File: src/rtl/assert_macros.svh
// assertion helpers shared by the rtl files
`ifndef ASSERT_MACROS_SVH
`define ASSERT_MACROS_SVH

// property checked on the rising clock, off while reset is asserted
`define ASSERT_CLK(lbl, prop, msg) \
	lbl: assert property (@(posedge clk) disable iff (!arst_n) (prop)) else $error(msg);

// condition that must never be seen on a clock edge outside reset
`define ASSERT_NEVER(lbl, cond, msg) \
	lbl: assert property (@(posedge clk) disable iff (!arst_n) !(cond)) else $error(msg);

`endif

File: src/rtl/bclp_pkg.sv
package bclp_pkg;

	localparam int unsigned TS_W       = 32;
	localparam int unsigned CNT_W      = 8;
	localparam int unsigned CFG_IDX_W  = 3;
	localparam int unsigned CFG_DATA_W = 16;

	localparam logic [15:0]      CLICK_GAP_RST = 16'd200;
	localparam logic [CNT_W-1:0] CNT_MAX       = 8'hFF;

	// configuration register indexes
	typedef enum logic [CFG_IDX_W-1:0] {
		CFG_LP_EN  = 3'd0,
		CFG_LP_DUR = 3'd1,
		CFG_LP_PER = 3'd2,
		CFG_RPT_EN = 3'd3,
		CFG_GAP    = 3'd4
	} cfg_idx_t;

	// configuration seen by the step logic
	typedef struct packed {
		logic        long_press_enable;
		logic [15:0] long_press_duration;
		logic [15:0] long_press_period;
		logic        clicks_report_enable;
		logic [15:0] click_gap;
	} cfg_t;

	// one result item
	typedef struct packed {
		logic             active;
		logic             long_press_event;
		logic             clicks_event;
		logic [CNT_W-1:0] click_count;
	} res_t;

endpackage

File: src/rtl/bclp_ifs.sv
// sample channel
interface bclp_in_if;
	logic                        valid;
	logic                        ready;
	logic                        level;
	logic [bclp_pkg::TS_W-1:0]   now_ms;

	modport source (output valid, output level, output now_ms, input ready);
	modport sink   (input valid, input level, input now_ms, output ready);
endinterface

// result channel
interface bclp_out_if;
	logic                        valid;
	logic                        ready;
	logic                        active;
	logic                        long_press_event;
	logic                        clicks_event;
	logic [bclp_pkg::CNT_W-1:0]  click_count;

	modport source (output valid, output active, output long_press_event,
		output clicks_event, output click_count, input ready);
	modport sink   (input valid, input active, input long_press_event,
		input clicks_event, input click_count, output ready);
endinterface

// configuration write channel
interface bclp_cfg_if;
	logic                             valid;
	logic                             ready;
	logic [bclp_pkg::CFG_IDX_W-1:0]   index;
	logic [bclp_pkg::CFG_DATA_W-1:0]  wdata;

	modport source (output valid, output index, output wdata, input ready);
	modport sink   (input valid, input index, input wdata, output ready);
endinterface

File: src/rtl/bclp_cfg_regs.sv
module bclp_cfg_regs (
	input  logic           clk,
	input  logic           arst_n,
	bclp_cfg_if.sink       cfg_ch,
	output bclp_pkg::cfg_t cfg
);

	bclp_pkg::cfg_t cfg_q;

	// writes are always taken
	assign cfg_ch.ready = 1'b1;
	assign cfg = cfg_q;

	// register file, unknown indexes ignored
	always_ff @(posedge clk or negedge arst_n) begin
		if (!arst_n) begin
			cfg_q.long_press_enable    <= 1'b0;
			cfg_q.long_press_duration  <= '0;
			cfg_q.long_press_period    <= '0;
			cfg_q.clicks_report_enable <= 1'b0;
			cfg_q.click_gap            <= bclp_pkg::CLICK_GAP_RST;
		end else if (cfg_ch.valid) begin
			case (bclp_pkg::cfg_idx_t'(cfg_ch.index))
				bclp_pkg::CFG_LP_EN:  cfg_q.long_press_enable    <= cfg_ch.wdata[0];
				bclp_pkg::CFG_LP_DUR: cfg_q.long_press_duration  <= cfg_ch.wdata;
				bclp_pkg::CFG_LP_PER: cfg_q.long_press_period    <= cfg_ch.wdata;
				bclp_pkg::CFG_RPT_EN: cfg_q.clicks_report_enable <= cfg_ch.wdata[0];
				bclp_pkg::CFG_GAP:    cfg_q.click_gap            <= cfg_ch.wdata;
				default: ;
			endcase
		end
	end

endmodule

File: src/rtl/bclp_step.sv
`include "assert_macros.svh"

module bclp_step (
	input  logic                      clk,
	input  logic                      arst_n,
	input  logic                      adv,
	input  logic                      level,
	input  logic [bclp_pkg::TS_W-1:0] now_ms,
	input  bclp_pkg::cfg_t            cfg,
	output bclp_pkg::res_t            res
);

	logic [bclp_pkg::TS_W-1:0]  press_q, release_q;
	logic [bclp_pkg::CNT_W-1:0] clicks_q;
	logic                       held_q;

	logic [bclp_pkg::TS_W-1:0]  press_n, release_n;
	logic [bclp_pkg::CNT_W-1:0] clicks_n;
	logic                       held_n;
	logic [bclp_pkg::TS_W-1:0]  since_press, since_release;
	logic                       pressed, done, gap_over;

	assign pressed     = !level;
	assign since_press = now_ms - press_q;

	// gesture update for the sample in the input register
	always_comb begin
		press_n              = press_q;
		release_n            = release_q;
		clicks_n             = clicks_q;
		held_n               = held_q;
		done                 = 1'b0;
		res.active           = 1'b1;
		res.long_press_event = 1'b0;
		res.clicks_event     = 1'b0;

		if (pressed && press_q == '0) begin
			press_n   = now_ms;
			release_n = '0;
		end else if (pressed && ((press_q != '0 && cfg.long_press_duration != '0 &&
				since_press >= {16'd0, cfg.long_press_duration}) || held_q)) begin
			held_n = 1'b1;
			// repeat event while held
			if (cfg.long_press_enable && since_press >= {16'd0, cfg.long_press_period}) begin
				res.long_press_event = 1'b1;
				press_n              = now_ms;
			end
		end else if (!pressed && press_q != '0) begin
			if (held_q) begin
				res.active = 1'b0;
				done       = 1'b1;
			end else begin
				if (clicks_q != bclp_pkg::CNT_MAX)
					clicks_n = clicks_q + 1'b1;
				release_n = now_ms;
				press_n   = '0;
			end
		end

		// click gap check against the updated release time
		since_release = now_ms - release_n;
		gap_over = !done && release_n != '0 && since_release >= {16'd0, cfg.click_gap};
		if (gap_over) begin
			res.clicks_event = cfg.clicks_report_enable;
			res.active       = 1'b0;
		end

		res.click_count = clicks_n;
	end

	// gesture state, cleared when the gesture ends
	always_ff @(posedge clk or negedge arst_n) begin
		if (!arst_n) begin
			press_q   <= '0;
			release_q <= '0;
			clicks_q  <= '0;
			held_q    <= 1'b0;
		end else if (adv) begin
			if (!res.active) begin
				press_q   <= '0;
				release_q <= '0;
				clicks_q  <= '0;
				held_q    <= 1'b0;
			end else begin
				press_q   <= press_n;
				release_q <= release_n;
				clicks_q  <= clicks_n;
				held_q    <= held_n;
			end
		end
	end

	`ASSERT_CLK(a_end_clears, adv && !res.active |=> press_q == '0 && release_q == '0 && clicks_q == '0 && !held_q, "gesture end did not clear state")
	`ASSERT_CLK(a_clicks_grow, adv && res.active |=> clicks_q >= $past(clicks_q), "click count dropped inside a gesture")
	`ASSERT_NEVER(a_lp_needs_hold, res.long_press_event && !held_n, "repeat event without long press")

endmodule

File: src/rtl/button_click_long_press_detector.sv
// Button click and long-press detector. Each sample (level, active low, and a
// wrapping millisecond timestamp) gives exactly one result. Samples are taken
// at one per cycle while the input side is not held; a sample's result is
// offered once it has passed from the input register into the result register,
// and the gesture state is updated as the sample moves into the result register
// so the next sample sees it. A full result register that is not taken holds the
// input side after one more sample. Configuration writes are taken at once
// and should only be made while no sample is in flight.
`include "assert_macros.svh"

module button_click_long_press_detector (
	input  logic       clk,
	input  logic       arst_n,
	bclp_in_if.sink    in_ch,
	bclp_out_if.source out_ch,
	bclp_cfg_if.sink   cfg_ch
);

	bclp_pkg::cfg_t cfg;
	bclp_pkg::res_t res, res_s2;

	logic                      valid_s1, valid_s2;
	logic                      level_s1;
	logic [bclp_pkg::TS_W-1:0] now_s1;
	logic                      adv;

	// input register moves on when the result register is free or drained
	assign adv         = valid_s1 && (!valid_s2 || out_ch.ready);
	assign in_ch.ready = !valid_s1 || adv;

	bclp_cfg_regs u_cfg (
		.clk    (clk),
		.arst_n (arst_n),
		.cfg_ch (cfg_ch),
		.cfg    (cfg)
	);

	bclp_step u_step (
		.clk    (clk),
		.arst_n (arst_n),
		.adv    (adv),
		.level  (level_s1),
		.now_ms (now_s1),
		.cfg    (cfg),
		.res    (res)
	);

	// stage valids
	always_ff @(posedge clk or negedge arst_n) begin
		if (!arst_n) begin
			valid_s1 <= 1'b0;
			valid_s2 <= 1'b0;
		end else begin
			if (in_ch.valid && in_ch.ready)
				valid_s1 <= 1'b1;
			else if (adv)
				valid_s1 <= 1'b0;
			if (adv)
				valid_s2 <= 1'b1;
			else if (out_ch.ready)
				valid_s2 <= 1'b0;
		end
	end

	// stage payloads
	always_ff @(posedge clk) begin
		if (in_ch.valid && in_ch.ready) begin
			level_s1 <= in_ch.level;
			now_s1   <= in_ch.now_ms;
		end
		if (adv)
			res_s2 <= res;
	end

	assign out_ch.valid            = valid_s2;
	assign out_ch.active           = res_s2.active;
	assign out_ch.long_press_event = res_s2.long_press_event;
	assign out_ch.clicks_event     = res_s2.clicks_event;
	assign out_ch.click_count      = res_s2.click_count;

	`ASSERT_CLK(a_empty_takes, !valid_s1 |-> in_ch.ready, "empty input register refused a sample")
	`ASSERT_CLK(a_stall_holds, valid_s2 && !out_ch.ready |=> valid_s2 && $stable(res_s2), "stalled result changed")
	`ASSERT_NEVER(a_no_overrun, valid_s1 && valid_s2 && !out_ch.ready && in_ch.ready, "sample taken with both stages stuck")

endmodule

File: src/flat_wrapper.sv
// flat-port wrapper written by rule: the top's interface ports become plain ports
module button_click_long_press_detector_flat 
  (clk, arst_n, in_ch_valid, in_ch_level, in_ch_now_ms, in_ch_ready, out_ch_valid, out_ch_active, out_ch_long_press_event, out_ch_clicks_event, out_ch_click_count, out_ch_ready, cfg_ch_valid, cfg_ch_index, cfg_ch_wdata, cfg_ch_ready);
  bclp_in_if in_ch_i ();
  bclp_out_if out_ch_i ();
  bclp_cfg_if cfg_ch_i ();
  input  logic clk;
  input  logic arst_n;
  input wire logic [$bits(in_ch_i.valid)-1:0] in_ch_valid;
  input wire logic [$bits(in_ch_i.level)-1:0] in_ch_level;
  input wire logic [$bits(in_ch_i.now_ms)-1:0] in_ch_now_ms;
  output wire logic [$bits(in_ch_i.ready)-1:0] in_ch_ready;
  output wire logic [$bits(out_ch_i.valid)-1:0] out_ch_valid;
  output wire logic [$bits(out_ch_i.active)-1:0] out_ch_active;
  output wire logic [$bits(out_ch_i.long_press_event)-1:0] out_ch_long_press_event;
  output wire logic [$bits(out_ch_i.clicks_event)-1:0] out_ch_clicks_event;
  output wire logic [$bits(out_ch_i.click_count)-1:0] out_ch_click_count;
  input wire logic [$bits(out_ch_i.ready)-1:0] out_ch_ready;
  input wire logic [$bits(cfg_ch_i.valid)-1:0] cfg_ch_valid;
  input wire logic [$bits(cfg_ch_i.index)-1:0] cfg_ch_index;
  input wire logic [$bits(cfg_ch_i.wdata)-1:0] cfg_ch_wdata;
  output wire logic [$bits(cfg_ch_i.ready)-1:0] cfg_ch_ready;
  assign in_ch_i.valid = in_ch_valid;
  assign in_ch_i.level = in_ch_level;
  assign in_ch_i.now_ms = in_ch_now_ms;
  assign in_ch_ready = in_ch_i.ready;
  assign out_ch_valid = out_ch_i.valid;
  assign out_ch_active = out_ch_i.active;
  assign out_ch_long_press_event = out_ch_i.long_press_event;
  assign out_ch_clicks_event = out_ch_i.clicks_event;
  assign out_ch_click_count = out_ch_i.click_count;
  assign out_ch_i.ready = out_ch_ready;
  assign cfg_ch_i.valid = cfg_ch_valid;
  assign cfg_ch_i.index = cfg_ch_index;
  assign cfg_ch_i.wdata = cfg_ch_wdata;
  assign cfg_ch_ready = cfg_ch_i.ready;
  button_click_long_press_detector u_core (.clk(clk), .arst_n(arst_n), .in_ch(in_ch_i), .out_ch(out_ch_i), .cfg_ch(cfg_ch_i));
endmodule
File: config.mk
export PLATFORM = sky130hd
export DESIGN_NAME = button_click_long_press_detector_flat
export DESIGN_NICKNAME = d
export VERILOG_FILES = /design/src/rtl/bclp_pkg.sv /design/src/rtl/bclp_ifs.sv /design/src/rtl/bclp_cfg_regs.sv /design/src/rtl/bclp_step.sv /design/src/rtl/button_click_long_press_detector.sv /design/src/flat_wrapper.sv
export VERILOG_INCLUDE_DIRS = /design/src /design/src/rtl
export SDC_FILE = /design/constraint.sdc
export NUM_CORES = 1
export LEC_CHECK = 0
export ABC_AREA = 1
export CORE_MARGIN = 8
export CORE_UTILIZATION = 35
export CTS_BUF_LIST = sky130_fd_sc_hd__clkbuf_8
export DETAILED_ROUTE_END_ITERATION = 10
export DONT_BUFFER_PORTS = 1
export PLACE_DENSITY_LB_ADDON = 0.15
export SYNTH_ARGS = -nofsm -noshare
export SYNTH_HDL_FRONTEND = slang
export SYNTH_SLANG_ARGS = --single-unit
File: constraint.sdc
create_clock -name clk -period 4.45 [get_ports clk]
set_input_delay 0.2225 -clock clk [delete_from_list [all_inputs] [get_ports clk]]
set_output_delay 0.2225 -clock clk [all_outputs]
set_load 0.05 [all_outputs]
==> out/qor.yml, run 1 <==
status:
  status: "finished, violations left"
  violations: "negative setup slack"
synthesis:
  muxShareOfSynthArea: 0.000736
  synth-seq-cells: 169
  synth_top_flop_cell: "dfrtp_1"
  synth_fp_nets: 2234
  async_reset_ff_frac: 0.740
  avgSynthCellArea_um2: 6.59
  synth.top_cell.area_share: 0.225
  syn-cell-area_um2: 13600
  synth_warnings: 0
  yosys.area_share.simple: 0.333
  yosysUniqueCellTypes: 50
  synth_edf_count: 44
  synth_fa_ha_area_frac: 0.107
  synth_seq_area_share: 0.328
  yosys.area.top_type: "dfrtp_1"
  synthCells: 2062
  synth-compound-area-share: 0.0837
  synth_top_family_by_area: "simple AND/OR/NAND/NOR gates"
  synth.top_cells.by_area: "dfrtp_1 (22%), nand2_1 (19%), inv_1 (10%), ha_1 (10%), edfxtp_1 (9.7%)"
  synth-xor-area-share: 0.0226
route:
  drc: 0
  routed_wl_um: 48100
  drtAntennaViolNets: 0
  dr.pass1.iters: 4
  initialDrtViolationCount: 840
  avgViaCountPerCell: 4.83
  dr_total_vias: 13700
  wire_per_inst_um: 16.9
sta:
  setup_violations: 54
  slew_headroom: 0.294
  final-hold-violation-count: 0
  max_slew.worst_pin.slew_ns: 1.06
  fin_tns_setup_ns: -2.43
  timing.final.ws_setup_ns: -0.103
  final_max_slew_viol_count: 0
  finalCritPeriodShare: 1.02
  max_freq_ghz: 0.220
  grt_setup_unrepaired: "yes"
  fin_skew_ns: 0.0269
  fin_crit_ns: 4.55
global_routing:
  grt.total_usage: 0.211
  grt_pass1_vias: 13100
  antenna_found_initial: 2
  grt_pass1_wl_um: 73000
  globalRouteOverflowTotal: 0
  grt_max_degree: 126
clock_tree:
  clock_path_buffers: 2
  clk_pin_slew_ns: 0.11
  cts-htree-levels: 4
  cts_root_buffer: "clkbuf_8"
  cts-buffers-inserted: 17
  insertion_delay_ns: 0.56
  clkSinkCount: 169
  cts_tree: "done"
die:
  core_um2: 38500
  start_util: 0.353
  num_rows: 72
  die_w_um: 213
  fp.dieArea_um2: 45400
  fp.dieH_um: 213
  ios: 71
final_layout:
  area_delta_synth_final_pct: 31.4
  stdcell_area_um2: 17900
  final_cell_count_no_fill: 2846
  fillers: 3905
  final_core_util: 0.464
  n_antenna_cell: 0
  drive_gt1_frac: 0.192
  nets: 2487
worst_setup_path:
  reg2reg_setup_slack_ns: -0.10
  slowest_stage: "dfrtp_1"
  cp_max_fo: 8
  worstReg2RegStart: "u_core.u_step.press_q[25]"
  crit_required_ns: 4.90
  critPathMaxStageDelay_ns: 0.41
  rr_worst_depth: 29
  r2r-end: "u_core.u_step.clicks_q[5]"
  end_kind: "flip-flop"
  critical_path.startpoint_type: "flip-flop"
  critPathKind: "reg -> reg"
  arrival_ns: 5.01
placement:
  dpl_cell_area_um2: 15500
  dpl.cell_count: 2726
  place.gp.congestion: 1.00
  post-dp-hpwl_um: 37300
  io_buffers: 0
worst_hold_path:
  hold_class: "in -> async"
run:
  maxCapViolCount: 0
## flip-flops by register name, indices dropped and copies added, names as in the netlist, 8 cells and up
name / flops
u_core.out_ch.click_count: 8
u_core.u_step.press_q: 32
u_core.now_s1: 32
u_core.u_step.release_q: 32
u_core.u_step.clicks_q: 8
u_core.u_cfg.cfg: 50
## cells in the mapped netlist, drive strengths merged, types with 16 or more instances
library cell    n
nor2          209
clkbuf         16
a21oi          71
nand2         691
nand3         148
buf            27
edfxtp         44
ha            113
dfrtp         122
nand4          21
o21ai         115
xor2           30
inv           381
## cells by family after synthesis
kind of cell	Yosys count
other cells	1
fa+ha+maj	115
xor+xnor	35
buf+inv	425
compound gates	213
mux	1
flops	169
simple gates	1103
## placed cells by master, fill, tap and decap left out, types with 5 or more instances in the layout
master         count
o21ai_2           18
o21ai_0           73
nor3_1            11
buf_12             8
o21ai_1           21
buf_6              9
o211ai_1           8
dfrtp_1          122
a21oi_2           19
clkinv_8           7
xnor2_1            5
inv_1            374
nor2_2            24
nor4_1             6
nand2_4           19
nand3_2           21
nand4_1           21
clkbuf_16          8
ha_1              99
xor2_1            26
clkbuf_8          17
buf_4            190
dlygate4sd3_1     57
nand2_1          629
a21oi_1           52
nand2_2           40
nor2_1           174
edfxtp_1          44
nor2_4            11
ha_4              11
nand3_1          125
## critical path, delay by kind of cell, from the launching register on
| family | cells | cell delay (ns) |
|---|---|---|
| DFF | 1 | 0.41 |
| AOI/OAI and AO/OA | 5 | 0.71 |
| buffers and inverters | 7 | 1.00 |
| and+or+nand+nor | 14 | 1.48 |
| adders and majority gates | 2 | 0.69 |
| xor gates and xnor gates | 1 | 0.16 |
## layer usage
metal / track usage / part of all wire / vias up
li1: - / - / 6962
met5: 0 / 0.00025 / -
met4: 0.0712 / 0.024 / 2
met3: 0.0288 / 0.042 / 61
met1: 0.293 / 0.47 / 6427
met2: 0.333 / 0.46 / 295
## worst max-delay path by stage
| stage | startpoint | to | slack, ns | cells past startpoint |
|---|---|---|---|---|
| 3_3_place_gp | u_core.u_step.press_q[22] | u_core.u_step.press_q[0] | -0.23 | 31 |
| 5_1_grt | u_core.u_step.press_q[25] | u_core.u_step.press_q[17] | -0.39 | 28 |
| 4_1_cts | u_core.u_step.press_q[25] | u_core.u_step.press_q[21] | 0.008 | 29 |
| 2_1_floorplan | u_core.u_step.press_q[29] | u_core.u_step.press_q[1] | 0.36 | 29 |
| 3_5_place_dp | u_core.u_step.press_q[22] | u_core.u_step.press_q[24] | -0.35 | 31 |
| 6_report | u_core.u_step.press_q[25] | u_core.u_step.clicks_q[5] | -0.10 | 29 |
## layout make-up
type | count | area (um2) | share of cell area
Timing Repair Buffer | 276 | 2530 | 0.142
Clock buffer | 17 | 234 | 0.0131
Inverter | 382 | 1450 | 0.0814
Multi-Input combinational cell | 1469 | 8340 | 0.467
Sequential cell | 169 | 4450 | 0.249
Tap cell | 518 | 648 | 0.0363
Clock inverter | 15 | 203 | 0.0113
## stage by stage
step                      setup WS (ns)  hold WS, ns
after floorplan                   0.361      -0.0731
after global placement           -0.226      -0.0661
after detailed placement         -0.350      -0.0660
after CTS                       0.00760        0.224
after global routing             -0.386        0.258
final                            -0.103        0.250
## what timing repair did
action | 4_1_cts | 5_1_grt
setup buffers | 7 | 14
gates resized for setup | 41 | 214
endpoints found under the setup margin | 73 | 75
pin swaps | 9 | 37
hold buffers | 58 | 0
hold endpoints to repair | 210 | 0
gates cloned | 2 | 8
Power of run 1 is not shown: default switching activity piles up to over one toggle a cycle in this logic, so the estimate is an artifact.
==> inputs of run 2 (changes only) <==
- CORE_ASPECT_RATIO: not set -> 1.2
- CORE_UTILIZATION: 35 -> 49
==> out/qor.yml, run 2 (same netlist as run 1, synthesis figures left out) <==
final_layout:
  fillers: 2469  # -37%
  area_delta_synth_final_pct: 29.3
  multiInputGateArea_um2: 8470  # +1.5%
  drive_gt1_frac: 0.186  # -0.00620
  nets: 2484  # -0.12%
  largest_reg_flops: 50  # unchanged
  final_core_util: 0.637  # +0.173
  final_cell_mix: "nand2_1 (640), inv_1 (374), buf_4 (196), nor2_1 (189), dfrtp_1 (122)"
  layout_commonest_cell: "nand2_1"
  n_antenna_cell: 0  # unchanged
  regArea_um2: 4450  # unchanged
clock_tree:
  cts-buffers-inserted: 17  # unchanged
  cts-htree-levels: 4  # unchanged
  insertion_delay_ns: 0.48  # -0.08 ns
  cts_tree: "done"
  clk_pin_slew_ns: 0.10  # about the same
  clock_path_buffers: 2  # unchanged
  cts_root_buffer: "clkbuf_8"
  clkSinkCount: 169  # unchanged
die:
  num_rows: 67  # -6.9%
  fp.dieArea_um2: 33300  # -27%
  fp.dieH_um: 198  # -6.9%
  start_util: 0.493  # +0.139
  die_w_um: 168  # -21%
  ios: 71  # unchanged
  core_um2: 27600  # -28%
sta:
  fin_skew_ns: 0.0146  # -0.0123 ns
  fin_tns_setup_ns: -15.63  # -13.19 ns
  finalCritPeriodShare: 1.06  # +0.0361
  final-hold-violation-count: 0  # unchanged
  fin_crit_ns: 4.71  # +0.161 ns
  max_slew.worst_pin.slew_ns: 0.996  # -0.0604 ns
  timing.final.ws_setup_ns: -0.264  # -0.161 ns
  max_freq_ghz: 0.212  # -3.4%
  final_max_slew_viol_count: 0  # unchanged
  grt_setup_unrepaired: "yes"
  setup_violations: 75  # +39%
  slew_headroom: 0.334  # +0.0404
worst_setup_path:
  r2r-end: "u_core.u_step.press_q[22]"
  crit_top_cell: "nand2_1"
  crit_start: "u_core.u_step.press_q[18]"
  endpoint: "u_core.u_step.press_q[22]"
  critPathKind: "reg -> reg"
  rr_worst_depth: 30  # +3.4%
  end_kind: "flip-flop"
  critPathMaxStageDelay_ns: 0.41  # about the same
  arrival_ns: 5.09  # +0.08 ns
  reg2reg_setup_slack_ns: -0.26  # -0.16 ns
  crit_required_ns: 4.82  # -0.08 ns
  cp_max_fo: 8  # unchanged
  critical_path.startpoint_type: "flip-flop"
  slowest_stage: "dfrtp_1"
  worstReg2RegStart: "u_core.u_step.press_q[18]"
status:
  violations: "negative setup slack"
  status: "finished, violations left"
route:
  avgViaCountPerCell: 5.34  # +10%
  wl_met1_um: 19600  # -13%
  met3WireLength_um: 2720  # +36%
  wire_per_inst_um: 17.4  # +2.9%
  dr_total_vias: 14200  # +3.6%
  drtAntennaViolNets: 0  # unchanged
  routed_wl_um: 46400  # -3.5%
  initialDrtViolationCount: 1058  # +26%
  dr.pass1.iters: 7  # +3
  wl_met2_um: 22100  # -0.86%
  top_layer: "met4"
  drc: 0  # unchanged
placement:
  place.gp.congestion: 1.07  # +6.1%
  io_buffers: 0  # unchanged
  post-dp-hpwl_um: 34500  # -7.5%
global_routing:
  grt_pass1_wl_um: 71900  # -1.5%
  grt_pass1_vias: 13600  # +3.7%
  grt.total_usage: 0.273  # +0.0621
  antenna_found_initial: 0  # -2
  globalRouteOverflowTotal: 0  # unchanged
  grt_max_degree: 126  # unchanged
worst_hold_path:
  hold_class: "in -> reg"
run:
  maxCapViolCount: 0  # unchanged
[run 2: layout make-up]
| cell class | instances | area share |
|---|---|---|
| clock buffers | 17 | 0.0133 |
| well taps | 345 | 0.0246 |
| inverters | 382 | 0.0826 |
| multi-input cells | 1470 | 0.482 |
| repair buffers | 271 | 0.134 |
| repair inverters | 1 | 0.000641 |
| flip-flops and latches | 169 | 0.253 |
| clock inverters | 15 | 0.00940 |
[run 2: repair_timing]
action,in CTS,in global routing
setup buffers,18,19
gates cloned,2,4
hold endpoints to repair,186,0
endpoints found under the setup margin,75,75
hold buffers,49,0
gates resized for setup,82,154
pin swaps,38,70
[run 2: worst min path at each step]
| stage | start | to | slack, ns | depth (start not counted) |
|---|---|---|---|---|
| after CTS | cfg_ch_index[2] | u_core.u_cfg.cfg[49] | 0.0007 | 2 |
| after floorplan | arst_n | u_core.out_ch.valid | -0.07 | 0 |
| after detailed placement | arst_n | u_core.u_cfg.cfg[10] | -0.07 | 0 |
| after global routing | cfg_ch_wdata[9] | u_core.u_cfg.cfg[42] | 0.008 | 2 |
| after global placement | arst_n | u_core.u_cfg.cfg[4] | -0.07 | 0 |
| final | cfg_ch_index[2] | u_core.u_cfg.cfg[49] | 0.004 | 2 |
[run 2: worst max-delay path, delay by kind of cell (launching register included)]
kind | cells | cell delay, ns
flops | 1 | 0.41
compound gates | 6 | 0.93
simple gates | 18 | 2.04
buf+inv | 3 | 0.28
xor+xnor | 1 | 0.25
fa+ha+maj | 2 | 0.70
[run 2: per-stage QoR]
stage	instances	hold slack, ns	instance area (um2)	worst slack (ns)
final	2670	0.00381	17600	-0.264
after global routing	2670	0.00759	17600	-0.437
after CTS	2647	0.000695	16700	-0.0977
after detailed placement	2547	-0.0700	15200	-0.667
after global placement	2547	-0.0696	15200	-0.570
after floorplan	2062	-0.0731	13600	0.361
[run 2: metal layers]
| metal | GRT usage | vias to the layer above |
|---|---|---|
| met5 | 0 | - |
| met4 | 0.111 | 0 |
| met3 | 0.0294 | 112 |
| met2 | 0.462 | 509 |
| met1 | 0.353 | 6671 |
| li1 | - | 6953 |
Power of run 2 is left out for the same reason.
